## src/rtl/core/usb_charger_detect_fsm_defines.svh

```systemverilog
// Assertion helpers shared by the charger detection RTL.
// They expect signals named clk and arst_n in the module that uses them.
`ifndef USB_CHARGER_DETECT_FSM_DEFINES_SVH
`define USB_CHARGER_DETECT_FSM_DEFINES_SVH

// same-cycle implication
`define UCD_ASSERT_NOW(label, ante, cons, msg) \
	label: assert property (@(posedge clk) disable iff (!arst_n) (ante) |-> (cons)) \
		else $error(msg);

// next-cycle implication
`define UCD_ASSERT_NEXT(label, ante, cons, msg) \
	label: assert property (@(posedge clk) disable iff (!arst_n) (ante) |=> (cons)) \
		else $error(msg);

`endif

```

## src/rtl/core/ucd_pkg.sv

```systemverilog
`default_nettype none

package ucd_pkg;

	// request modes
	localparam logic [1:0] MODE_TICK  = 2'd0;
	localparam logic [1:0] MODE_START = 2'd1;
	localparam logic [1:0] MODE_CLEAR = 2'd2;

	// charger kinds
	localparam logic [1:0] KIND_NONE = 2'd0;
	localparam logic [1:0] KIND_SDP  = 2'd1;
	localparam logic [1:0] KIND_DCP  = 2'd2;
	localparam logic [1:0] KIND_CDP  = 2'd3;

	// configuration register indexes
	localparam logic [1:0] REG_CONTACT_POLL   = 2'd0;
	localparam logic [1:0] REG_PRIMARY_WAIT   = 2'd1;
	localparam logic [1:0] REG_SECONDARY_WAIT = 2'd2;
	localparam logic [1:0] REG_CONTACT_RETRY  = 2'd3;

	localparam int CFG_IDX_W  = 2;
	localparam int CFG_DATA_W = 16;

	typedef enum logic [2:0] {
		PH_IDLE,
		PH_CONTACT,
		PH_PRIMARY,
		PH_SECONDARY,
		PH_DONE
	} phase_t;

	typedef struct packed {
		logic [15:0] contact_poll_ticks;
		logic [15:0] primary_wait_ticks;
		logic [15:0] secondary_wait_ticks;
		logic [7:0]  contact_max_retries;
	} cfg_t;

	typedef struct packed {
		logic [1:0] mode;
		logic       contact_seen;
		logic       primary_seen;
		logic       secondary_seen;
	} item_t;

	typedef struct packed {
		logic secondary;
		logic primary;
		logic contact;
		logic normal;
	} enables_t;

	typedef struct packed {
		enables_t   en;
		logic [1:0] charger_kind;
		logic       detect_done;
		logic       busy_res;
	} result_t;

	localparam enables_t EN_IDLE      = '{secondary: 1'b0, primary: 1'b0, contact: 1'b0,
		normal: 1'b1};
	localparam enables_t EN_CONTACT   = '{secondary: 1'b0, primary: 1'b0, contact: 1'b1,
		normal: 1'b0};
	localparam enables_t EN_PRIMARY   = '{secondary: 1'b0, primary: 1'b1, contact: 1'b0,
		normal: 1'b0};
	localparam enables_t EN_SECONDARY = '{secondary: 1'b1, primary: 1'b0, contact: 1'b0,
		normal: 1'b0};

endpackage

`default_nettype wire

```

## src/rtl/core/ucd_cfg_regs.sv

```systemverilog
`default_nettype none

module ucd_cfg_regs
	import ucd_pkg::*;
(
	input  wire logic                  clk,
	input  wire logic                  arst_n,
	input  wire logic                  cfg_we,
	input  wire logic [CFG_IDX_W-1:0]  cfg_index,
	input  wire logic [CFG_DATA_W-1:0] cfg_wdata,
	output cfg_t                       cfg
);

	cfg_t cfg_q;

	always_ff @(posedge clk or negedge arst_n) begin
		if (!arst_n) begin
			cfg_q.contact_poll_ticks   <= 16'd10;
			cfg_q.primary_wait_ticks   <= 16'd40;
			cfg_q.secondary_wait_ticks <= 16'd40;
			cfg_q.contact_max_retries  <= 8'd6;
		end else if (cfg_we) begin
			unique case (cfg_index)
				REG_CONTACT_POLL:   cfg_q.contact_poll_ticks   <= cfg_wdata;
				REG_PRIMARY_WAIT:   cfg_q.primary_wait_ticks   <= cfg_wdata;
				REG_SECONDARY_WAIT: cfg_q.secondary_wait_ticks <= cfg_wdata;
				REG_CONTACT_RETRY:  cfg_q.contact_max_retries  <= cfg_wdata[7:0];
				default: ;
			endcase
		end
	end

	assign cfg = cfg_q;

endmodule

`default_nettype wire

```

## src/rtl/core/ucd_seq.sv

```systemverilog
`default_nettype none

`include "usb_charger_detect_fsm_defines.svh"

module ucd_seq
	import ucd_pkg::*;
(
	input  wire logic  clk,
	input  wire logic  arst_n,
	input  wire logic  step,
	input  wire item_t item,
	input  wire cfg_t  cfg,
	output result_t    res
);

	phase_t     phase_q, phase_d;
	logic [7:0] poll_q, poll_d;
	logic [15:0] wait_q, wait_d;
	logic [1:0] kind_q, kind_d;
	enables_t   en_q, en_d;
	logic       done_d;
	logic [7:0] poll_inc;
	logic       busy_q;

	assign busy_q   = (phase_q == PH_CONTACT) || (phase_q == PH_PRIMARY) ||
		(phase_q == PH_SECONDARY);
	assign poll_inc = poll_q + 8'd1;

	always_ff @(posedge clk or negedge arst_n) begin
		if (!arst_n) begin
			phase_q <= PH_IDLE;
			poll_q  <= '0;
			wait_q  <= '0;
			kind_q  <= KIND_NONE;
			en_q    <= EN_IDLE;
		end else if (step) begin
			phase_q <= phase_d;
			poll_q  <= poll_d;
			wait_q  <= wait_d;
			kind_q  <= kind_d;
			en_q    <= en_d;
		end
	end

	always_comb begin
		phase_d = phase_q;
		poll_d  = poll_q;
		wait_d  = wait_q;
		kind_d  = kind_q;
		en_d    = en_q;
		done_d  = 1'b0;
		unique case (item.mode)
			MODE_START: begin
				if (phase_q == PH_IDLE) begin
					kind_d  = KIND_NONE;
					en_d    = EN_CONTACT;
					poll_d  = '0;
					wait_d  = cfg.contact_poll_ticks;
					phase_d = PH_CONTACT;
				end
			end
			MODE_CLEAR: begin
				phase_d = PH_IDLE;
				poll_d  = '0;
				wait_d  = '0;
				kind_d  = KIND_NONE;
				en_d    = EN_IDLE;
			end
			MODE_TICK: begin
				if (busy_q) begin
					if (wait_q > 16'd1) begin
						wait_d = wait_q - 16'd1;
					end else begin
						wait_d = '0;
						unique case (phase_q)
							PH_CONTACT: begin
								poll_d = poll_inc;
								if (item.contact_seen ||
									(poll_inc == cfg.contact_max_retries)) begin
									en_d    = EN_PRIMARY;
									wait_d  = cfg.primary_wait_ticks;
									phase_d = PH_PRIMARY;
								end else begin
									wait_d = cfg.contact_poll_ticks;
								end
							end
							PH_PRIMARY: begin
								if (item.primary_seen) begin
									en_d    = EN_SECONDARY;
									wait_d  = cfg.secondary_wait_ticks;
									phase_d = PH_SECONDARY;
								end else begin
									// floating line: retries exhausted without contact
									kind_d  = (poll_q == cfg.contact_max_retries) ?
										KIND_DCP : KIND_SDP;
									en_d    = EN_IDLE;
									phase_d = PH_DONE;
									done_d  = 1'b1;
								end
							end
							PH_SECONDARY: begin
								kind_d  = item.secondary_seen ? KIND_DCP : KIND_CDP;
								en_d    = EN_IDLE;
								phase_d = PH_DONE;
								done_d  = 1'b1;
							end
							default: ;
						endcase
					end
				end
			end
			default: ;
		endcase
	end

	always_comb begin
		res.en           = en_d;
		res.charger_kind = kind_d;
		res.detect_done  = done_d;
		res.busy_res     = (phase_d == PH_CONTACT) || (phase_d == PH_PRIMARY) ||
			(phase_d == PH_SECONDARY);
	end

	`UCD_ASSERT_NOW(a_done_has_kind, phase_q == PH_DONE, kind_q != KIND_NONE,
		"finished sequence without a charger kind")
	`UCD_ASSERT_NOW(a_busy_not_normal, busy_q, !en_q.normal,
		"PHY in normal mode during detection")
	`UCD_ASSERT_NEXT(a_start_enters_contact,
		step && (item.mode == MODE_START) && (phase_q == PH_IDLE),
		(phase_q == PH_CONTACT) && (poll_q == 8'd0),
		"start from idle did not open contact phase")

endmodule

`default_nettype wire

```

## src/rtl/core/usb_charger_detect_fsm.sv

```systemverilog
// Charger detection sequencer for a USB PHY. Each request carries a mode (tick, start,
// clear) and the three comparator levels; each request yields exactly one result with
// the PHY enables, the charger kind, a done pulse and a busy flag, all as they stand
// after that request. A request passes an input register, then the step logic and a
// result register: its result is offered once the result register holds it, which a
// full, stalled result register delays; one request per cycle is sustained as long
// as the result side keeps up. Up to two requests are held (one in each register);
// the input stalls only while both are full and the result is stalled. Wait counts
// and retry limit come from the configuration port (indexes 0..3: contact poll
// ticks, primary wait ticks, secondary wait ticks, contact retries); write them
// only while no request is in flight.
`default_nettype none

`include "usb_charger_detect_fsm_defines.svh"

module usb_charger_detect_fsm
	import ucd_pkg::*;
(
	input  wire logic                  clk,
	input  wire logic                  arst_n,
	// config
	input  wire logic                  cfg_we,
	input  wire logic [CFG_IDX_W-1:0]  cfg_index,
	input  wire logic [CFG_DATA_W-1:0] cfg_wdata,
	// request channel
	input  wire logic                  in_valid,
	output logic                       in_stall,
	input  wire logic [1:0]            mode,
	input  wire logic                  contact_seen,
	input  wire logic                  primary_seen,
	input  wire logic                  secondary_seen,
	// result channel
	output logic                       out_valid,
	input  wire logic                  out_stall,
	output logic                       normal_opmode,
	output logic                       contact_detect_on,
	output logic                       primary_detect_on,
	output logic                       secondary_detect_on,
	output logic [1:0]                 charger_kind,
	output logic                       detect_done,
	output logic                       busy_res
);

	cfg_t    cfg;
	item_t   item_s1;
	logic    valid_s1;
	result_t res_d;
	result_t res_s2;
	logic    valid_s2;
	logic    advance;
	logic    accept;

	// stage 1 moves on when the result register is empty or being drained
	assign advance  = valid_s1 && (!valid_s2 || !out_stall);
	assign in_stall = valid_s1 && !advance;
	assign accept   = in_valid && !in_stall;

	ucd_cfg_regs u_cfg (
		.clk       (clk),
		.arst_n    (arst_n),
		.cfg_we    (cfg_we),
		.cfg_index (cfg_index),
		.cfg_wdata (cfg_wdata),
		.cfg       (cfg)
	);

	// input register
	always_ff @(posedge clk or negedge arst_n) begin
		if (!arst_n) begin
			valid_s1 <= 1'b0;
		end else begin
			valid_s1 <= accept || (valid_s1 && !advance);
		end
	end

	always_ff @(posedge clk) begin
		if (accept) begin
			item_s1 <= '{mode: mode, contact_seen: contact_seen,
				primary_seen: primary_seen, secondary_seen: secondary_seen};
		end
	end

	// sequencer state commits only when its result is captured
	ucd_seq u_seq (
		.clk    (clk),
		.arst_n (arst_n),
		.step   (advance),
		.item   (item_s1),
		.cfg    (cfg),
		.res    (res_d)
	);

	// result register
	always_ff @(posedge clk or negedge arst_n) begin
		if (!arst_n) begin
			valid_s2 <= 1'b0;
		end else begin
			valid_s2 <= advance || (valid_s2 && out_stall);
		end
	end

	always_ff @(posedge clk) begin
		if (advance) begin
			res_s2 <= res_d;
		end
	end

	assign out_valid           = valid_s2;
	assign normal_opmode       = res_s2.en.normal;
	assign contact_detect_on   = res_s2.en.contact;
	assign primary_detect_on   = res_s2.en.primary;
	assign secondary_detect_on = res_s2.en.secondary;
	assign charger_kind        = res_s2.charger_kind;
	assign detect_done         = res_s2.detect_done;
	assign busy_res            = res_s2.busy_res;

	// at most one PHY mode enabled at a time
	`UCD_ASSERT_NOW(a_one_enable, valid_s2,
		$onehot0({normal_opmode, contact_detect_on, primary_detect_on, secondary_detect_on}),
		"more than one PHY control enabled")
	// done comes with a kind, PHY back to normal, not busy
	`UCD_ASSERT_NOW(a_done_clean, valid_s2 && detect_done,
		(charger_kind != KIND_NONE) && normal_opmode && !busy_res,
		"detection finished in an inconsistent state")
	// a stalled stage 1 means the result register is full and held
	`UCD_ASSERT_NOW(a_stall_cause, in_stall, valid_s2 && out_stall,
		"input stalled without a held result")

endmodule

`default_nettype wire
```

## config.mk

```make
export PLATFORM = sky130hd
export DESIGN_NAME = usb_charger_detect_fsm
export DESIGN_NICKNAME = d
export VERILOG_FILES = /design/src/rtl/core/ucd_pkg.sv /design/src/rtl/core/ucd_cfg_regs.sv /design/src/rtl/core/ucd_seq.sv /design/src/rtl/core/usb_charger_detect_fsm.sv
export VERILOG_INCLUDE_DIRS = /design/src /design/src/rtl/core
export SDC_FILE = /design/constraint.sdc
export NUM_CORES = 1
export LEC_CHECK = 0
export BUFFER_PORTS_ARGS = -buffer_cell sky130_fd_sc_hd__buf_2
export CAP_MARGIN = 20
export CORE_UTILIZATION = 55
export CTS_CLUSTER_SIZE = 20
export DETAILED_ROUTE_END_ITERATION = 12
export GPL_ROUTABILITY_DRIVEN = 0
export PLACE_DENSITY = 0.73
export SLEW_MARGIN = 10
export SYNTH_ARGS = -nofsm -noshare
export SYNTH_HDL_FRONTEND = slang
export SYNTH_SLANG_ARGS = --single-unit
```

## constraint.sdc

```tcl
create_clock -name clk -period 3.1 [get_ports clk]
set_clock_uncertainty 0.1 [all_clocks]
set_input_delay 0.155 -clock clk [delete_from_list [all_inputs] [get_ports clk]]
set_output_delay 0.155 -clock clk [all_outputs]
set_load 0.005 [all_outputs]
```

# Word-level counts from Yosys, hierarchy flattened
# Index checks and enable logic that the tools add are counted.
word_totals:
  rom_bits: 0
  ram_bits: 0
  out_inout_bits: 10
  memories: 0
  latchBits: 0
  regBits: 104
  inputBits: 28
op_classes:
  reduce_logical: 27
  shifts: 0
  div: 0
  multipliers: 0
  n_lt_le_gt_ge: 1
  muxes: 36
  bitwise: 2
  eq_ne: 17
  add_sub_neg: 2
op_table:
  columns: ["cell", "count"]
  rows:
  - ["16-bit 2-to-1 mux", 5]
  - ["16-bit one-hot mux with 3 select lines", 1]
  - ["8-bit 2-to-1 mux", 4]
  - ["16-bit one-hot mux with 2 select lines", 1]
  - ["4-bit one-hot mux with 3 select lines", 2]
  - ["8-bit one-hot mux with 3 select lines", 1]
  - ["4-bit 2-to-1 mux", 5]
  - ["3-bit one-hot mux with 3 select lines", 2]
  - ["8-bit == test", 2]
  - ["16-bit by 1-bit greater-than comparator with 1-bit output, second input constant", 1]
  - ["16-bit by 1-bit subtractor with 16-bit output, second input constant", 1]
  - ["3-bit 2-to-1 mux", 5]
  - ["3-bit by 2-bit == test with 1-bit output, second input constant", 4]
  - ["2-bit 2-to-1 mux", 5]
  - ["8-bit by 1-bit adder with 8-bit output, second input constant", 1]
  - ["1-bit logical OR", 8]
  - ["2-bit AND reduction", 4]
  - ["2-bit == test, second input constant", 3]
  - ["3-bit by 1-bit == test with 1-bit output, second input constant", 2]
  - ["2-bit by 1-bit != test with 1-bit output, second input constant", 3]
  - ["2-bit one-hot mux with 3 select lines", 1]
  - ["6-bit AND reduction", 1]
  - ["2-bit by 1-bit == test with 1-bit output, second input constant", 2]
  - ["1-bit logical AND", 4]
  - ["11 further kinds", 17]

# Depth between registers and ports, before layout
# Gate-level depths: netlist of run 1.
depth:
  word_depth: 11
  mapped_depth: 9

# Modules after synthesis
# Synthesis of run 1 repeated with hierarchy kept, for this count alone.
unflattened:
  cells_unflattened: 570
  area_unflattened_um2: 5851.9
modules_own_cells:
  columns: ["module", "instances", "seq_area_each_um2", "cells_each", "area_per_inst_um2"]
  rows:
  - ["ucd_seq", 1, 827.0, 430, 3250.6]
  - ["ucd_cfg_regs", 1, 1411.4, 119, 2118.3]
  - ["usb_charger_detect_fsm", 1, 440.4, 21, 483.0]

# Worst setup path after synthesis of run 1
# Ideal clock, no wire load.
synth_path:
  path_type: "reg2reg"
  startpoint: "register u_seq.wait_q[4]"
  endpoint: "register res_s2, in the netlist busy_res (data pin)"
  path_stages_with_launch: 9
  setup_slack_ns: 0.649
  required_time_ns: 2.746
  arrival_time_ns: 2.097
  cell_sequence: "dfrtp_1 -> buf_2 -> or4_1 -> buf_2 -> nor4b_4 -> nand2_2 -> o31ai_2 -> a21oi_1 -> o21a_1"
synth_lines:
  columns: ["item", "line_no", "rtl"]
  rows:
  - ["start, declared", "ucd_seq.sv:18", "logic [15:0] wait_q, wait_d;"]
  - ["start signal, assigned", "ucd_seq.sv:39", "wait_q <= wait_d;"]
  - ["end signal, assigned", "usb_charger_detect_fsm.sv:104", "res_s2 <= res_d;"]
  - ["end, declared", "usb_charger_detect_fsm.sv:48", "result_t res_s2;"]

==> results of run 1 <==
[power by group through the flow]
stage	sequential (W)	combinational, W	clock, W
after floorplan	0.00184	0.000740	0
after global placement	0.00193	0.000897	0
after detailed placement	0.00195	0.000935	0
after CTS	0.00193	0.000962	0.000832
after global routing	0.00197	0.00107	0.000882
final	0.00193	0.000967	0.000818
[kinds of logic after synthesis]
| family | Yosys count | share of synthesized area (%) |
|---|---|---|
| mux | 58 | 11.06 |
| simple gates | 155 | 14.24 |
| buf+inv | 49 | 3.729 |
| xor+xnor | 21 | 3.114 |
| flops | 104 | 45.36 |
| fa+ha+maj | 3 | 0.6357 |
| compound gates | 186 | 21.86 |
[path summary, 6_finish.rpt]
kind	end	slack, ns	depth (start not counted)
worst max-delay path	busy_res$_DFFE_PP_	0.37	6
worst min-delay path	u_seq.en_q[2]$_DFFE_PN0P_	0.30	2
worst max register to register	busy_res$_DFFE_PP_	0.37	6
worst min register to register	u_seq.poll_q[7]$_DFFE_PN0P_	0.41	1
max in group asynchronous	u_cfg.cfg[37]$_DFFE_PN0P_	1.86	3
min in group clk	u_cfg.cfg[40]$_DFFE_PN0P_	0.30	4
[cells in the final DEF, fill, tap and decap left out, types with 4 or more instances in the layout]
master and instances:
dfrtp_1 82, mux2_2 58, nand2_1 38, buf_2 36
nor2_1 34, a21oi_1 32, a31oi_1 31, o21ai_1 27
dlygate4sd3_1 25, o21ai_0 20, nand3_1 18, buf_4 16
a221o_1 13, edfxtp_1 13, xor2_1 12, o211a_1 10
inv_1 9, nand2b_1 9, xnor2_1 9, clkbuf_8 9
dfstp_2 9, nor3_1 7, o31ai_1 6, nor4_1 6
a21o_1 5, a41oi_1 5, and3_1 4, inv_6 4
[registers in the layout, summed over array words and instances, names as in the netlist]
register	count
u_seq.poll_q	8
u_seq.kind_q	2
detect_done	1
u_seq.en_q	4
normal_opmode	1
contact_detect_on	1
secondary_detect_on	1
primary_detect_on	1
charger_kind	2
u_seq.wait_q	16
valid_s1	1
out_valid	1
busy_res	1
item_s1	5
u_seq.phase_q	3
u_cfg.cfg	56
[worst max-delay path: stages (launching register included)]
cell and delay (ns):
dfrtp_1 0.44, or4_1 0.71, nor4b_4 0.44, nand2_2 0.20
o31ai_2 0.29, a21oi_1 0.11, o21a_1 0.19
[metrics by stage]
step / instance area [um^2] / hold slack [ns] / std cells / worst slack (ns)
after detailed placement: 6221 / 0.2297 / 725 / 0.4299
after CTS: 6648 / 0.2762 / 766 / 0.4013
after global placement: 6221 / 0.2218 / 725 / 0.4928
final: 6648 / 0.2973 / 766 / 0.3740
after global routing: 6648 / 0.3064 / 766 / 0.2373
after floorplan: 5906 / -0.2406 / 576 / 0.6491
[layer usage]
| metal | up-vias | GRT usage (%) |
|---|---|---|
| li1 | 2279 | - |
| met1 | 2399 | 37.23 |
| met2 | 150 | 46.05 |
| met3 | 30 | 6.555 |
| met4 | 0 | 11.31 |
| met5 | - | 0 |
[what timing repair did]
action / 4_1_cts / 5_1_grt
hold buffers: 25 / 0
gates resized for setup: 0 / 0
hold endpoints to repair: 120 / 0
[cell type report]
cell class	instances	area, um^2	share of cell area (%)
Clock buffer	10	127.6	1.920
Clock inverter	6	48.80	0.7340
Inverter	10	37.54	0.5647
Multi-Input combinational cell	423	3034	45.64
Sequential cell	104	2679	40.30
Tap cell	136	170.2	2.560
Timing Repair Buffer	77	550.5	8.282
==> run summary, run 1 <==
Power Dens Cells: 559.0 nW/um^2
Die width: 105.6 um
Reg-to-reg startpoint: u_seq.wait_q[6]$_DFFE_PN0P_
Number of buffers on the longest clock path: 2
Achievable clock frequency: 366.8 MHz
Amount of wire on met2 after detailed routing: 7048 um
Post-synth ARST share: 87.50%
Detailed placement HPWL: 9935 um
Share of cells above drive strength 1: 24.92%
Global-route wire length before repair: 24580 um
Most used flip-flop cell after synthesis: dfrtp_1
Number of global-route vias before repair: 4778
LEAKAGE: 2.724 nW
# diodes: 0
H-tree lvl count: 3
Total detailed-routing wirelength: 14570 um
Combinational share of power: 26.0%
Y dimension of the die: 105.6 um
Post-Route Utilization: 64.10%
Reg clk slew, reported paths: 0.11 ns
Post-synthesis area per instance: 10.25 um^2
Setup tns final: 0 ns
Number of detailed-route iterations in the first pass: 4
Proportion of power drawn by the clock network: 22.0%
Relative contribution of sequential cells to total power: 52.0%
Routed wire length on met3: 674 um
DRT met1 WL: 6513 um
Antenna violations before repair: 0
Dominant cell type by area after synthesis: dfrtp_1
Count of input and output buffers: 37
TritonCTS buffer count: 9
Post-synthesis sequential element count: 104
Most frequent cell after synthesis: dfrtp_1
Routed vias/inst: 6.342
Number of DRC violations after detailed-routing iteration 0: 288
CTS tree: built
Switching power share of the total: 35.66%
Actual transition at the worst max-transition pin: 0.9572 ns
Final slew viol count: 0
Setup repair after global routing missed its margin: no
DRC violation count after routing: 0
Highest fanout seen on the critical path: 7
CP required: 3.16 ns
Synthesized net count: 607
Netlist Area Pre-Place: 5906 um^2
Kind of start point of the critical path: register
Insertion delay of the later-clocked pin in the worst-skew pair: 0.41 ns
Number of antenna-violating nets in the routed design: 0
Final net count: 656
Setup CP Type: register to register
Worst Setup End Kind: register
Site row count: 37
Post-CTS setup buffers: 0
Average wire per cell in the routed design: 19.02 um
Final total power: 0.003716 W
Final period demand of the worst path: 2.726 ns
Count of final hold-check violations: 0
Gr usage total: 28.50%
Die outline area: 11160 um^2
Internal power of the cells: 0.002391 W
Net switching power: 0.001325 W
Crit path launch: u_seq.wait_q[6]$_DFFE_PN0P_
Count of boundary I/O pins: 38
Top routing layer in use: met4
Dominant cells by area after synthesis: dfrtp_1 35%, mux2_2 11%, edfxtp_1 6.6%
Count of distinct cell types in the synthesized netlist: 73
CTS Sinks: 104
Maximum number of pins on one net before global-route repair: 69
Top cell type's share of synthesized area: 34.75%
Path category of the worst min-delay check: input pin to async pin
Synth-to-layout area growth: 12.56%
Initial core utilization: 56.95%
Setup-failing EPs final: 0
Number of enable-type register cells in the synthesized netlist: 13
Clock Root Buffer: clkbuf_8
Leading cell types by count after synthesis: 82 x dfrtp_1, 58 x mux2_2, 38 x nand2_1, 34 x nor2_1, 32 x a21oi_1
Data arrival time of the critical path: 2.79 ns
Status: finished, final reports clean
Total vias in the final route: 4858
Slew Limit Headroom: 36.00%
Worst IR drop on VDD: 436.5 uV
Post-synthesis instance total: 576
Global route overflow: 0
Synth warn: 0
Max_cap viols: 0
Final cycle utilization of the critical path: 87.94%
Placeable Area: 10370 um^2
Register area share after synthesis: 45.36%
# fillers: 847
(Power assumes the default switching activity.)
==> inputs of run 2 (changes only) <==
CORE_ASPECT_RATIO = 0.6   (was default)
==> run 2 against run 1 <==
Cell count stayed put. Worst hold slack worse by 0.29 ns. Design area is 1.6% higher. Wire length is 9.4% higher. Global-route usage is 2.5 points higher. Non-clock buffer count is 1 higher.
==> run summary, run 2 (same netlist as run 1, synthesis figures left out) <==
Status: finished, final reports clean
Global route overflow: 0
Global-route wire length before repair: 26030 um
Routed wire length on met3: 1621 um
Worst Setup End Kind: register
Detailed placement HPWL: 10850 um
Reg clk slew, reported paths: 0.07 ns
Final slew viol count: 0
Pre-CTS worst setup slack: 0.3538 ns
Count of final hold-check violations: 0
Gr usage total: 31.04%
Placeable Area: 10120 um^2
CTS tree: built
Flip-flop count of the largest register after layout: 56
Setup repair after global routing missed its margin: no
Highest fanout seen on the critical path: 9
CP required: 3.09 ns
Data arrival time of the critical path: 2.83 ns
DRC violation count after routing: 0
Number of detailed-route iterations in the first pass: 8
Die outline area: 11170 um^2
Max_cap viols: 0
Number of buffers on the longest clock path: 2
Hold_ws: 0.007449 ns
Power Dens Cells: 602.1 nW/um^2
Path category of the worst min-delay check: input pin to register
Setup-failing EPs final: 0
Count of boundary I/O pins: 38
Amount of wire on met2 after detailed routing: 6771 um
Clock Root Buffer: clkbuf_16
Top routing layer in use: met4
Kind of start point of the critical path: register
Number of global-route vias before repair: 4866
Site row count: 28
Achievable clock frequency: 351.6 MHz
Cell area reported after detailed placement: 6265 um^2
Setup tns final: 0 ns
Total vias in the final route: 5132
Maximum number of pins on one net before global-route repair: 90
CTS Sinks: 104
Insertion delay of the later-clocked pin in the worst-skew pair: 0.35 ns
TritonCTS buffer count: 9
Number of DRC violations after detailed-routing iteration 0: 894
Average wire per cell in the routed design: 20.80 um
H-tree lvl count: 3
Final net count: 657
Share of cells above drive strength 1: 25.83%
LEAKAGE: 2.777 nW
Setup CP Type: register to register
Slew Limit Headroom: 32.85%
Worst IR drop on VDD: 359.6 uV
Die width: 135.8 um
Final total power: 0.004065 W
Y dimension of the die: 82.27 um
# diodes: 0
Count of input and output buffers: 37
DRT met1 WL: 7312 um
Post-layout worst setup margin: 0.2557 ns
Total detailed-routing wirelength: 15930 um
Number of antenna-violating nets in the routed design: 0
Commonest non-fill, non-tap cells in the layout: 82 x dfrtp_1, 58 x mux2_2, 38 x nand2_1, 36 x buf_2, 34 x nor2_1
Routed vias/inst: 6.700
Most common cell after layout, fill and taps aside: dfrtp_1
Final cycle utilization of the critical path: 91.75%
Final period demand of the worst path: 2.844 ns
Initial core utilization: 58.33%
Synth-to-layout area growth: 14.32%
Actual transition at the worst max-transition pin: 1.004 ns
Antenna violations before repair: 0
Final std cell area, no fill: 6751 um^2
-- run 2: cell types whose count changed in the layout (fill, tap and decap cells not counted), sizes merged --
cell	previous run	this run
buf	52	58
clkinvlp	0	1
dlygate4sd3	25	20
inv	13	12
-- run 2: worst paths after layout --
kind,from,endpoint,slack [ns],depth (start not counted)
worst max-delay path,u_seq.poll_q[2]$_DFFE_PN0P_,normal_opmode$_DFFE_PP_,0.26,6
worst min-delay path,cfg_wdata[5],u_cfg.cfg[13]$_DFFE_PN1P_,0.007,2
worst max register to register,u_seq.poll_q[2]$_DFFE_PN0P_,normal_opmode$_DFFE_PP_,0.26,6
worst min register to register,valid_s1$_DFF_PN0_,out_valid$_DFF_PN0_,0.39,1
max in group asynchronous,arst_n,u_cfg.cfg[27]$_DFFE_PN1P_,1.90,3
min in group asynchronous,arst_n,u_seq.poll_q[7]$_DFFE_PN0P_,0.33,2
-- run 2: timing repair --
item | 4_1_cts | 5_1_grt
buffers inserted | 0 | 0
hold buffers | 20 | 0
gates resized for setup | 0 | 0
endpoints found under the hold margin | 124 | 0
-- run 2: routing by layer --
layer,track usage (%),up-vias
li1,-,2285
met1,45.49,2504
met2,45.41,306
met3,7.631,37
met4,8.652,0
met5,0,-
-- run 2: through the flow --
stage                     util [%]  cells
after floorplan                  -    576
after global placement       61.88    730
after detailed placement     61.88    730
after CTS                    66.65    766
after global routing         66.68    766
final                        66.68    766
-- run 2: worst max-delay path, stage by stage, from the launching register on --
cell and delay [ns]:
dfrtp_1 0.47, nand3_1 0.25, nor4b_1 0.39, o31ai_1 0.21, a2111o_1 0.61, a211oi_2 0.41
o21ai_1 0.13
-- run 2: area by class of cell --
cell class / instances / area [um^2]
multi-input cells: 423 / 3034
inverters: 10 / 37.54
clock inverters: 6 / 53.80
well taps: 135 / 168.9
fillers: 769 / 3373
clock buffers: 10 / 229.0
flip-flops and latches: 104 / 2679
repair buffers: 78 / 549.3
-- run 2: power by group --
| group | total, W | switching [W] | internal, W |
|---|---|---|---|
| combinational | 0.00102 | 0.000572 | 0.000449 |
| clock | 0.00109 | 0.000531 | 0.000559 |
| sequential | 0.00195 | 0.000305 | 0.00165 |
